===== src/sv/nlqdc_pkg.sv =====
// nlqdc_pkg: widths, register indexes and reset values for the
// dead-zone dequantizer and layer combiner; used by nlq_deadzone_layer_combiner
package nlqdc_pkg;

   localparam int BASE_W  = 16;
   localparam int ENH_W   = 10;
   localparam int OUT_W   = 15;
   localparam int COEF_W  = 32;
   localparam int CSR_W   = 32;
   localparam int IDX_W   = 3;

   // register indexes
   localparam logic [IDX_W-1:0] REG_ENH_OFFSET    = 3'd0;
   localparam logic [IDX_W-1:0] REG_SLOPE         = 3'd1;
   localparam logic [IDX_W-1:0] REG_THRESHOLD     = 3'd2;
   localparam logic [IDX_W-1:0] REG_RESID_LIMIT   = 3'd3;
   localparam logic [IDX_W-1:0] REG_COEFF_LOG2    = 3'd4;
   localparam logic [IDX_W-1:0] REG_ENH_DEPTH     = 3'd5;
   localparam logic [IDX_W-1:0] REG_OUT_DEPTH     = 3'd6;
   localparam logic [IDX_W-1:0] REG_RESIDUAL_OFF  = 3'd7;

   // reset values
   localparam logic [9:0] RST_ENH_OFFSET = 10'd512;
   localparam logic [5:0] RST_COEFF_LOG2 = 6'd23;
   localparam logic [3:0] RST_ENH_DEPTH  = 4'd10;
   localparam logic [3:0] RST_OUT_DEPTH  = 4'd12;

   // fixed scale points of the dequantizer
   localparam logic [3:0] UP_REF     = 4'd10;
   localparam logic [3:0] THR_REF    = 4'd11;
   localparam logic [4:0] DOWN_BIAS  = 5'd5;
   localparam logic [3:0] RND_REF    = 4'd15;
   localparam logic [4:0] SHIFT_REF  = 5'd16;

endpackage


===== src/sv/nlq_deadzone_layer_combiner.sv =====
// nlq_deadzone_layer_combiner: five-stage pipeline that dequantizes the
// enhancement word with a linear dead zone and adds it to the base word.
// Depends on nlqdc_pkg.
//
//   channel  direction  handshake              payload
//   req      in         req_valid / req_ready  req_base_sample, req_enh_sample
//   rsp      out        rsp_valid / rsp_ready  rsp_out_sample
//   csr      in         csr_wr_en              csr_index, csr_wdata
//
// One word enters per cycle while the pipeline is not stalled; a taken word
// passes through the stages: scale, multiply, threshold and clamp, down
// shift and sum, round and clamp to the output depth.
// Each stage holds its word while the one after it is full and stalled,
// so a stall loses nothing and empty stages still fill.
// reset (synchronous, active high) empties the pipeline and loads the
// register reset values.
module nlq_deadzone_layer_combiner
   import nlqdc_pkg::*;
(
   input  logic                clock,
   input  logic                reset,
   input  logic                req_valid,
   output logic                req_ready,
   input  logic [BASE_W-1:0]   req_base_sample,
   input  logic [ENH_W-1:0]    req_enh_sample,
   output logic                rsp_valid,
   input  logic                rsp_ready,
   output logic [OUT_W-1:0]    rsp_out_sample,
   input  logic                csr_wr_en,
   input  logic [IDX_W-1:0]    csr_index,
   input  logic [CSR_W-1:0]    csr_wdata
);

   // configuration registers
   logic [9:0]        enh_offset_ff;
   logic [COEF_W-1:0] slope_ff;
   logic [COEF_W-1:0] threshold_ff;
   logic [COEF_W-1:0] resid_limit_ff;
   logic [5:0]        coeff_log2_ff;
   logic [3:0]        enh_depth_ff;
   logic [3:0]        out_depth_ff;
   logic              residual_off_ff;

   always_ff @(posedge clock) begin
      if (reset) begin
         enh_offset_ff   <= RST_ENH_OFFSET;
         slope_ff        <= '0;
         threshold_ff    <= '0;
         resid_limit_ff  <= '0;
         coeff_log2_ff   <= RST_COEFF_LOG2;
         enh_depth_ff    <= RST_ENH_DEPTH;
         out_depth_ff    <= RST_OUT_DEPTH;
         residual_off_ff <= 1'b0;
      end else if (csr_wr_en) begin
         case (csr_index)
            REG_ENH_OFFSET:   enh_offset_ff   <= csr_wdata[9:0];
            REG_SLOPE:        slope_ff        <= csr_wdata;
            REG_THRESHOLD:    threshold_ff    <= csr_wdata;
            REG_RESID_LIMIT:  resid_limit_ff  <= csr_wdata;
            REG_COEFF_LOG2:   coeff_log2_ff   <= csr_wdata[5:0];
            REG_ENH_DEPTH:    enh_depth_ff    <= csr_wdata[3:0];
            REG_OUT_DEPTH:    out_depth_ff    <= csr_wdata[3:0];
            REG_RESIDUAL_OFF: residual_off_ff <= csr_wdata[0];
            default: ;
         endcase
      end
   end

   // shift amounts, negative ones count as zero
   logic [3:0] up_amt;
   logic [3:0] thr_amt;
   logic [4:0] down_bias;
   logic [5:0] down_amt;
   logic [3:0] rnd_amt;
   logic [4:0] fin_amt;
   logic [15:0] max_out;

   assign up_amt    = (enh_depth_ff >= UP_REF) ? 4'd0 : UP_REF - enh_depth_ff;
   assign thr_amt   = (enh_depth_ff >= THR_REF) ? 4'd0 : THR_REF - enh_depth_ff;
   assign down_bias = DOWN_BIAS + {1'b0, enh_depth_ff};
   assign down_amt  = (coeff_log2_ff > {1'b0, down_bias}) ?
                      coeff_log2_ff - {1'b0, down_bias} : 6'd0;
   assign rnd_amt   = RND_REF - out_depth_ff;
   assign fin_amt   = SHIFT_REF - {1'b0, out_depth_ff};
   assign max_out   = (16'd1 << out_depth_ff) - 16'd1;

   // stage handshake
   logic v1_ff, v2_ff, v3_ff, v4_ff, v5_ff;
   logic rdy1, rdy2, rdy3, rdy4, rdy5;

   assign rdy5      = !v5_ff || rsp_ready;
   assign rdy4      = !v4_ff || rdy5;
   assign rdy3      = !v3_ff || rdy4;
   assign rdy2      = !v2_ff || rdy3;
   assign rdy1      = !v1_ff || rdy2;
   assign req_ready = rdy1;
   assign rsp_valid = v5_ff;

   always_ff @(posedge clock) begin
      if (reset) begin
         v1_ff <= 1'b0;
         v2_ff <= 1'b0;
         v3_ff <= 1'b0;
         v4_ff <= 1'b0;
         v5_ff <= 1'b0;
      end else begin
         if (rdy1) v1_ff <= req_valid;
         if (rdy2) v2_ff <= v1_ff;
         if (rdy3) v3_ff <= v2_ff;
         if (rdy4) v4_ff <= v3_ff;
         if (rdy5) v5_ff <= v4_ff;
      end
   end

   // stage 1: offset, dead-zone step and precision scaling
   logic signed [10:0] diff_in;
   logic signed [11:0] dbl_in;
   logic signed [21:0] tsc_in;
   logic [42:0]        thr_in;
   logic [42:0]        rr_in;
   logic               neg_in;
   logic               nz_in;

   logic signed [21:0] tsc_s1_ff;
   logic [42:0]        thr_s1_ff;
   logic [42:0]        rr_s1_ff;
   logic               neg_s1_ff;
   logic               nz_s1_ff;
   logic [BASE_W-1:0]  base_s1_ff;

   always_comb begin
      diff_in = $signed({1'b0, req_enh_sample} - {1'b0, enh_offset_ff});
      neg_in  = diff_in[10];
      nz_in   = (diff_in != 11'sd0) && !residual_off_ff;
      // 2t moved one step toward zero
      dbl_in  = $signed({diff_in, 1'b0}) + (neg_in ? 12'sd1 : -12'sd1);
      tsc_in  = $signed({{10{dbl_in[11]}}, dbl_in}) <<< up_amt;
      thr_in  = {11'd0, threshold_ff} << thr_amt;
      rr_in   = {11'd0, resid_limit_ff} << thr_amt;
   end

   always_ff @(posedge clock) begin
      if (rdy1) begin
         tsc_s1_ff  <= tsc_in;
         thr_s1_ff  <= thr_in;
         rr_s1_ff   <= rr_in;
         neg_s1_ff  <= neg_in;
         nz_s1_ff   <= nz_in;
         base_s1_ff <= req_base_sample;
      end
   end

   // stage 2: slope multiply
   logic signed [54:0] prod_in;
   logic signed [54:0] prod_s2_ff;
   logic [42:0]        thr_s2_ff;
   logic [42:0]        rr_s2_ff;
   logic               neg_s2_ff;
   logic               nz_s2_ff;
   logic [BASE_W-1:0]  base_s2_ff;

   assign prod_in = tsc_s1_ff * $signed({1'b0, slope_ff});

   always_ff @(posedge clock) begin
      if (rdy2) begin
         prod_s2_ff <= prod_in;
         thr_s2_ff  <= thr_s1_ff;
         rr_s2_ff   <= rr_s1_ff;
         neg_s2_ff  <= neg_s1_ff;
         nz_s2_ff   <= nz_s1_ff;
         base_s2_ff <= base_s1_ff;
      end
   end

   // stage 3: signed threshold and clamp to the residual limit
   logic signed [43:0] thr_sgn;
   logic signed [55:0] sum_in;
   logic signed [55:0] rr_pos;
   logic signed [44:0] dq_in;
   logic signed [44:0] dq_s3_ff;
   logic               nz_s3_ff;
   logic [BASE_W-1:0]  base_s3_ff;

   always_comb begin
      thr_sgn = neg_s2_ff ? -$signed({1'b0, thr_s2_ff}) : $signed({1'b0, thr_s2_ff});
      sum_in  = prod_s2_ff + thr_sgn;
      rr_pos  = $signed({13'd0, rr_s2_ff});
      if (sum_in > rr_pos) begin
         dq_in = rr_pos[44:0];
      end else if (sum_in < -rr_pos) begin
         dq_in = -rr_pos[44:0];
      end else begin
         dq_in = sum_in[44:0];
      end
   end

   always_ff @(posedge clock) begin
      if (rdy3) begin
         dq_s3_ff   <= dq_in;
         nz_s3_ff   <= nz_s2_ff;
         base_s3_ff <= base_s2_ff;
      end
   end

   // stage 4: down shift, add base and rounding offset
   logic signed [44:0] res_sh;
   logic [46:0]        res_ext;
   logic [46:0]        rnd;
   logic [46:0]        h_in;
   logic [46:0]        h_s4_ff;

   always_comb begin
      res_sh  = dq_s3_ff >>> down_amt;
      res_ext = nz_s3_ff ? {{2{res_sh[44]}}, res_sh} : 47'd0;
      rnd     = 47'd1 << rnd_amt;
      h_in    = res_ext + {31'd0, base_s3_ff} + rnd;
   end

   always_ff @(posedge clock) begin
      if (rdy4) begin
         h_s4_ff <= h_in;
      end
   end

   // stage 5: round down to the output depth and clamp
   logic signed [46:0] h_sh;
   logic [OUT_W-1:0]   out_in;
   logic [OUT_W-1:0]   out_s5_ff;

   always_comb begin
      h_sh = $signed(h_s4_ff) >>> fin_amt;
      if (h_sh[46]) begin
         out_in = '0;
      end else if (h_sh > $signed({31'd0, max_out})) begin
         out_in = max_out[OUT_W-1:0];
      end else begin
         out_in = h_sh[OUT_W-1:0];
      end
   end

   always_ff @(posedge clock) begin
      if (rdy5) begin
         out_s5_ff <= out_in;
      end
   end

   assign rsp_out_sample = out_s5_ff;

`ifndef ASSERT_OFF
   a_out_in_range: assert property (@(posedge clock) disable iff (reset)
      rsp_valid |-> ({1'b0, rsp_out_sample} <= max_out))
      else $error("output word above the output depth maximum");

   a_dq_clamped: assert property (@(posedge clock) disable iff (reset)
      v3_ff |-> ((dq_s3_ff <= $signed({2'b0, rr_s2_ff})) &&
                 (dq_s3_ff >= -$signed({2'b0, rr_s2_ff}))))
      else $error("dequantized residual outside its limit");

   a_stage_advance: assert property (@(posedge clock) disable iff (reset)
      (v1_ff && rdy2) |=> v2_ff)
      else $error("word lost between stage one and stage two");

   a_out_advance: assert property (@(posedge clock) disable iff (reset)
      (v4_ff && rdy5) |=> rsp_valid)
      else $error("word lost before the output register");

   a_reset_empty: assert property (@(posedge clock)
      reset |=> (!rsp_valid && !v1_ff && !v4_ff))
      else $error("pipeline not empty after reset");
`endif

endmodule

===== config.mk =====
export PLATFORM = sky130hd
export DESIGN_NAME = nlq_deadzone_layer_combiner
export DESIGN_NICKNAME = d
export VERILOG_FILES = /design/src/sv/nlqdc_pkg.sv /design/src/sv/nlq_deadzone_layer_combiner.sv
export SDC_FILE = /design/constraint.sdc
export NUM_CORES = 2
export LEC_CHECK = 0
export ABC_AREA = 1
export BUFFER_PORTS_ARGS = -buffer_cell sky130_fd_sc_hd__clkbuf_2
export CAP_MARGIN = 20
export CELL_PAD_IN_SITES_DETAIL_PLACEMENT = 0
export CELL_PAD_IN_SITES_GLOBAL_PLACEMENT = 1
export CORE_ASPECT_RATIO = 1.4
export CORE_MARGIN = 10
export CORE_UTILIZATION = 50
export CTS_BUF_LIST = sky130_fd_sc_hd__clkbuf_4
export DETAILED_ROUTE_END_ITERATION = 16
export HOLD_SLACK_MARGIN = 0.1
export PLACE_DENSITY_LB_ADDON = 0.1
export SYNTH_ARGS = -nofsm -noshare
export SYNTH_HDL_FRONTEND = slang
export SYNTH_SLANG_ARGS = --single-unit

===== constraint.sdc =====
create_clock -name clock -period 9.9 [get_ports clock]
set_input_delay 0.495 -clock clock [delete_from_list [all_inputs] [get_ports clock]]
set_output_delay 0.495 -clock clock [all_outputs]
set_load 0.02 [all_outputs]

==> results.py <==
metrics = {
    "place": {
        "dpl_worst_slack_ns": 1.163,
        "port_buffers": 82,
        "gp_congestion": 0.9734,
        "hpwl_um": 173900,
    },
    "synth": {
        "synth_top_cell_area_share_pct": 20.14,
        "synth_top_flop_cell": "edfxtp_1",
        "synth_async_sr_flop_share_pct": 0,
        "ys_types": 64,
        "synth_seq_cells": 535,
        "yosysTopAreaCell": "fa_1",
        "synth_fp_nets": 9130,
        "syn_area_per_cell_um2": 7.673,
        "syn_inst": 8017,
        "ys.warnings.count": 0,
        "synth.area.top_cells": "fa_1 (20%), edfxtp_1 (20%), nand2_1 (11%)",
        "synth_edf_count": 409,
        "synth-seq-area-share_pct": 24.07,
        "netlist_area_mm2": 0.06152,
    },
    "power_and_ir_drop": {
        "p_leak_nw": 34.23,
        "switching_power_w": 0.01097,
        "p_clk_share_pct": 10.3,
        "seq_power_share_pct": 20.3,
        "swShare_pct": 55.14,
        "ir_worst_vdd_mv": 0.2817,
        "combPwrFrac_pct": 69.4,
        "powerDensity_mw_per_mm2": 300.2,
        "p_int_w": 0.008926,
    },
    "final_layout": {
        "fill_cells": 12120,
        "finalNetCount": 9212,
        "area.growth.synth_to_final_pct": 7.747,
        "drive_gt1_share_pct": 6.461,
    },
    "drt": {
        "vias": 54300,
        "wire_per_inst_um": 21.97,
        "viasPerCell": 5.524,
        "dr.first_iter.drc_count": 4012,
        "drt-pass1-iter-count": 6,
        "drc": 0,
        "routed_wl_um": 216000,
        "ant_nets": 0,
    },
    "clocking": {
        "numCtsBuffers": 137,
        "cts_tree": "built",
        "cts.sinks": 535,
        "cts.path.max_buffers": 3,
        "path_clk_slew_ns": 0.07,
        "clockRootBuffer": "clkbuf_4",
        "htree_num_levels": 4,
        "postCtsSetupBuffers": 0,
        "clkLatencyLatePin_ns": 1.13,
    },
    "floorplan": {
        "rows": 152,
        "core_area_mm2": 0.1225,
        "fp.dieH_um": 435.0,
        "die_w_um": 316.4,
        "ios": 83,
        "die-area_mm2": 0.1377,
        "start_util_pct": 50.23,
    },
    "sta": {
        "max_freq_ghz": 0.1109,
        "fin_skew_ns": 0.07124,
        "setup-violations-final": 0,
        "hold_slack_ns": 0.3177,
        "tns_ns": 0,
        "fin_crit_sh_pct": 91.09,
        "slew_headroom_pct": 16.83,
        "finalWorstSetupSlack_ns": 0.8824,
        "layout_min_cycle_time_ns": 9.018,
        "maxSlewViolCount": 0,
        "worst_pin_slew_ns": 1.246,
        "rsz0062_at_grt": "no",
        "finalHoldViolations": 0,
    },
    "setup_path": {
        "cpPeakStageDelay_ns": 0.94,
        "end_kind": "register",
        "rrSetupSlack_ns": 0.88,
        "worst_path_max_delay_cell": "nor3_1",
        "worst_ep_arrival_time_ns": 9.87,
        "criticalPathCategory": "register to register",
        "start_kind": "register",
        "path_max_fanout": 35,
        "r2r-start": "enh_depth_ff[1]",
        "crit_top_cell": "nand2_1",
        "timing.rr.end": "h_s4_ff[35]",
        "crit_required_ns": 10.75,
        "r2r_cells": 29,
    },
    "outcome": {
        "status": "finished clean",
    },
    "worst_hold_path": {
        "hold_start": "csr_wdata[13]",
        "hold_path_end": "resid_limit_ff[13]",
        "min_path_type": "input port to register",
        "hold_depth": 4,
    },
    "global_routing": {
        "grt_pass1_wl_um": 329100,
        "grt_util_all_layers_pct": 31.58,
        "grt_pass1_vias": 55640,
        "grt_max_degree": 99,
        "grt_overflow": 0,
        "antenna_found_initial": 9,
    },
    "run": {
        "cap_violations": 0,
    },
}
## critical path: cells and delay by family, from the launching register on
kind	cells	cell delay [ns]
buf+inv	4	1.36
xor+xnor	1	0.24
simple gates	13	2.91
flops	1	0.69
fa+ha+maj	3	1.23
compound gates	8	2.25
## how the worst max path moves through the flow
stage	startpoint	end	slack [ns]	cells after the start
after floorplan	rsp_ready	base_s2_ff[0]	2.78	8
after global placement	enh_depth_ff[1]	h_s4_ff[43]	1.16	29
after detailed placement	enh_depth_ff[1]	h_s4_ff[43]	1.16	29
after CTS	enh_depth_ff[1]	h_s4_ff[39]	1.12	29
after global routing	enh_depth_ff[1]	h_s4_ff[31]	0.40	29
final	enh_depth_ff[1]	h_s4_ff[35]	0.88	29
## cell families after synthesis
family	after synthesis	share of synthesized area [%]
muxes	51	0.8299
DFF	535	24.07
buffers and inverters	1857	11.48
AOI/OAI and AO/OA	1201	10.65
xor gates and xnor gates	226	3.230
and+or+nand+nor	3100	20.89
adders and majority gates	1047	28.85
## cells in the final DEF, fill, tap and decap left out, types with 28 or more instances in the layout
master	synthesis	routed
nand2_1	1870	1868
inv_1	1495	1491
o21ai_0	621	620
fa_1	619	619
nor2_1	572	567
ha_1	428	428
edfxtp_1	409	409
nand3_1	393	393
a21oi_1	337	337
clkbuf_4	0	185
xor2_1	152	152
dfxtp_1	126	125
buf_4	3	115
dlygate4sd3_1	0	85
clkbuf_2	1	82
nand4_1	79	79
xnor2_1	73	73
nor3_1	64	64
mux2i_1	51	51
a31oi_1	48	48
o211ai_1	37	37
or2_2	33	33
clkinv_1	5	31
o22ai_1	28	28
## per-layer routing
metal | up-vias | track usage, % | wire length (um)
met5 | - | 0 | 40
met1 | 26210 | 35.83 | 80700
met2 | 1801 | 54.41 | 107100
li1 | 25690 | - | -
met3 | 593 | 4.288 | 11300
met4 | 6 | 21.65 | 16910
## registers in the layout, summed over array words and instances, names as in the netlist, 6 cells and up
name	count
tsc_s1_ff	22
resid_limit_ff	32
base_s3_ff	16
thr_s2_ff	43
coeff_log2_ff	6
base_s1_ff	16
rsp_out_sample	15
base_s2_ff	16
h_s4_ff	47
rr_s1_ff	43
rr_s2_ff	43
thr_s1_ff	43
threshold_ff	32
dq_s3_ff	45
prod_s2_ff	55
slope_ff	32
enh_offset_ff	10
## synthesized netlist by cell type, types with 15 or more instances
cell type and instances:
nor2_1 572, xor2_1 152, a21oi_1 337, ha_1 428, nor2_2 15, o21a_1 20
nor4_1 20, a31oi_1 48, nand4_1 79, o211ai_1 37, inv_1 1495, dfxtp_1 126
clkbuf_1 279, nand3_1 393, o22ai_1 28, buf_1 20, nand2_1 1870, nor3_1 64
buf_2 37, o21ai_0 621, edfxtp_1 409, a21o_1 20, mux2i_1 51, or2_2 33
xnor2_1 73, fa_1 619
## through the flow
step / total power (W) / utilization (%) / instances / instance area [um^2]
after floorplan: 0.01317 / - / 8017 / 61520
after global placement: 0.01761 / 51.90 / 9491 / 63560
after detailed placement: 0.01767 / 51.90 / 9491 / 63560
after CTS: 0.01989 / 54.07 / 9819 / 66230
after global routing: 0.02182 / 54.10 / 9824 / 66260
final: 0.01990 / 54.12 / 9831 / 66280
## area by class of cell
class / count / area [um^2] / area share, %
multi-input cells: 5625 / 39690 / 59.88
flip-flops and latches: 535 / 14810 / 22.34
inverters: 1513 / 5688 / 8.582
repair buffers: 287 / 2232 / 3.368
well taps: 1617 / 2023 / 3.052
clock buffers: 185 / 1389 / 2.095
clock inverters: 58 / 424.2 / 0.6399
diodes: 11 / 27.53 / 0.04153
## power groups by stage
stage	sequential, W	combinational (W)	clock, W
after global placement	0.00406	0.0136	0
after detailed placement	0.00405	0.0136	0
final	0.00404	0.0138	0.00206
after floorplan	0.00352	0.00964	0
after CTS	0.00402	0.0138	0.00212
after global routing	0.00405	0.0156	0.00222
## what timing repair did
| action | CTS | global route |
|---|---|---|
| hold buffers | 85 | 0 |
| gates resized for setup | 0 | 0 |
| endpoints found under the hold margin | 151 | 0 |
(Power assumes the default switching activity.)
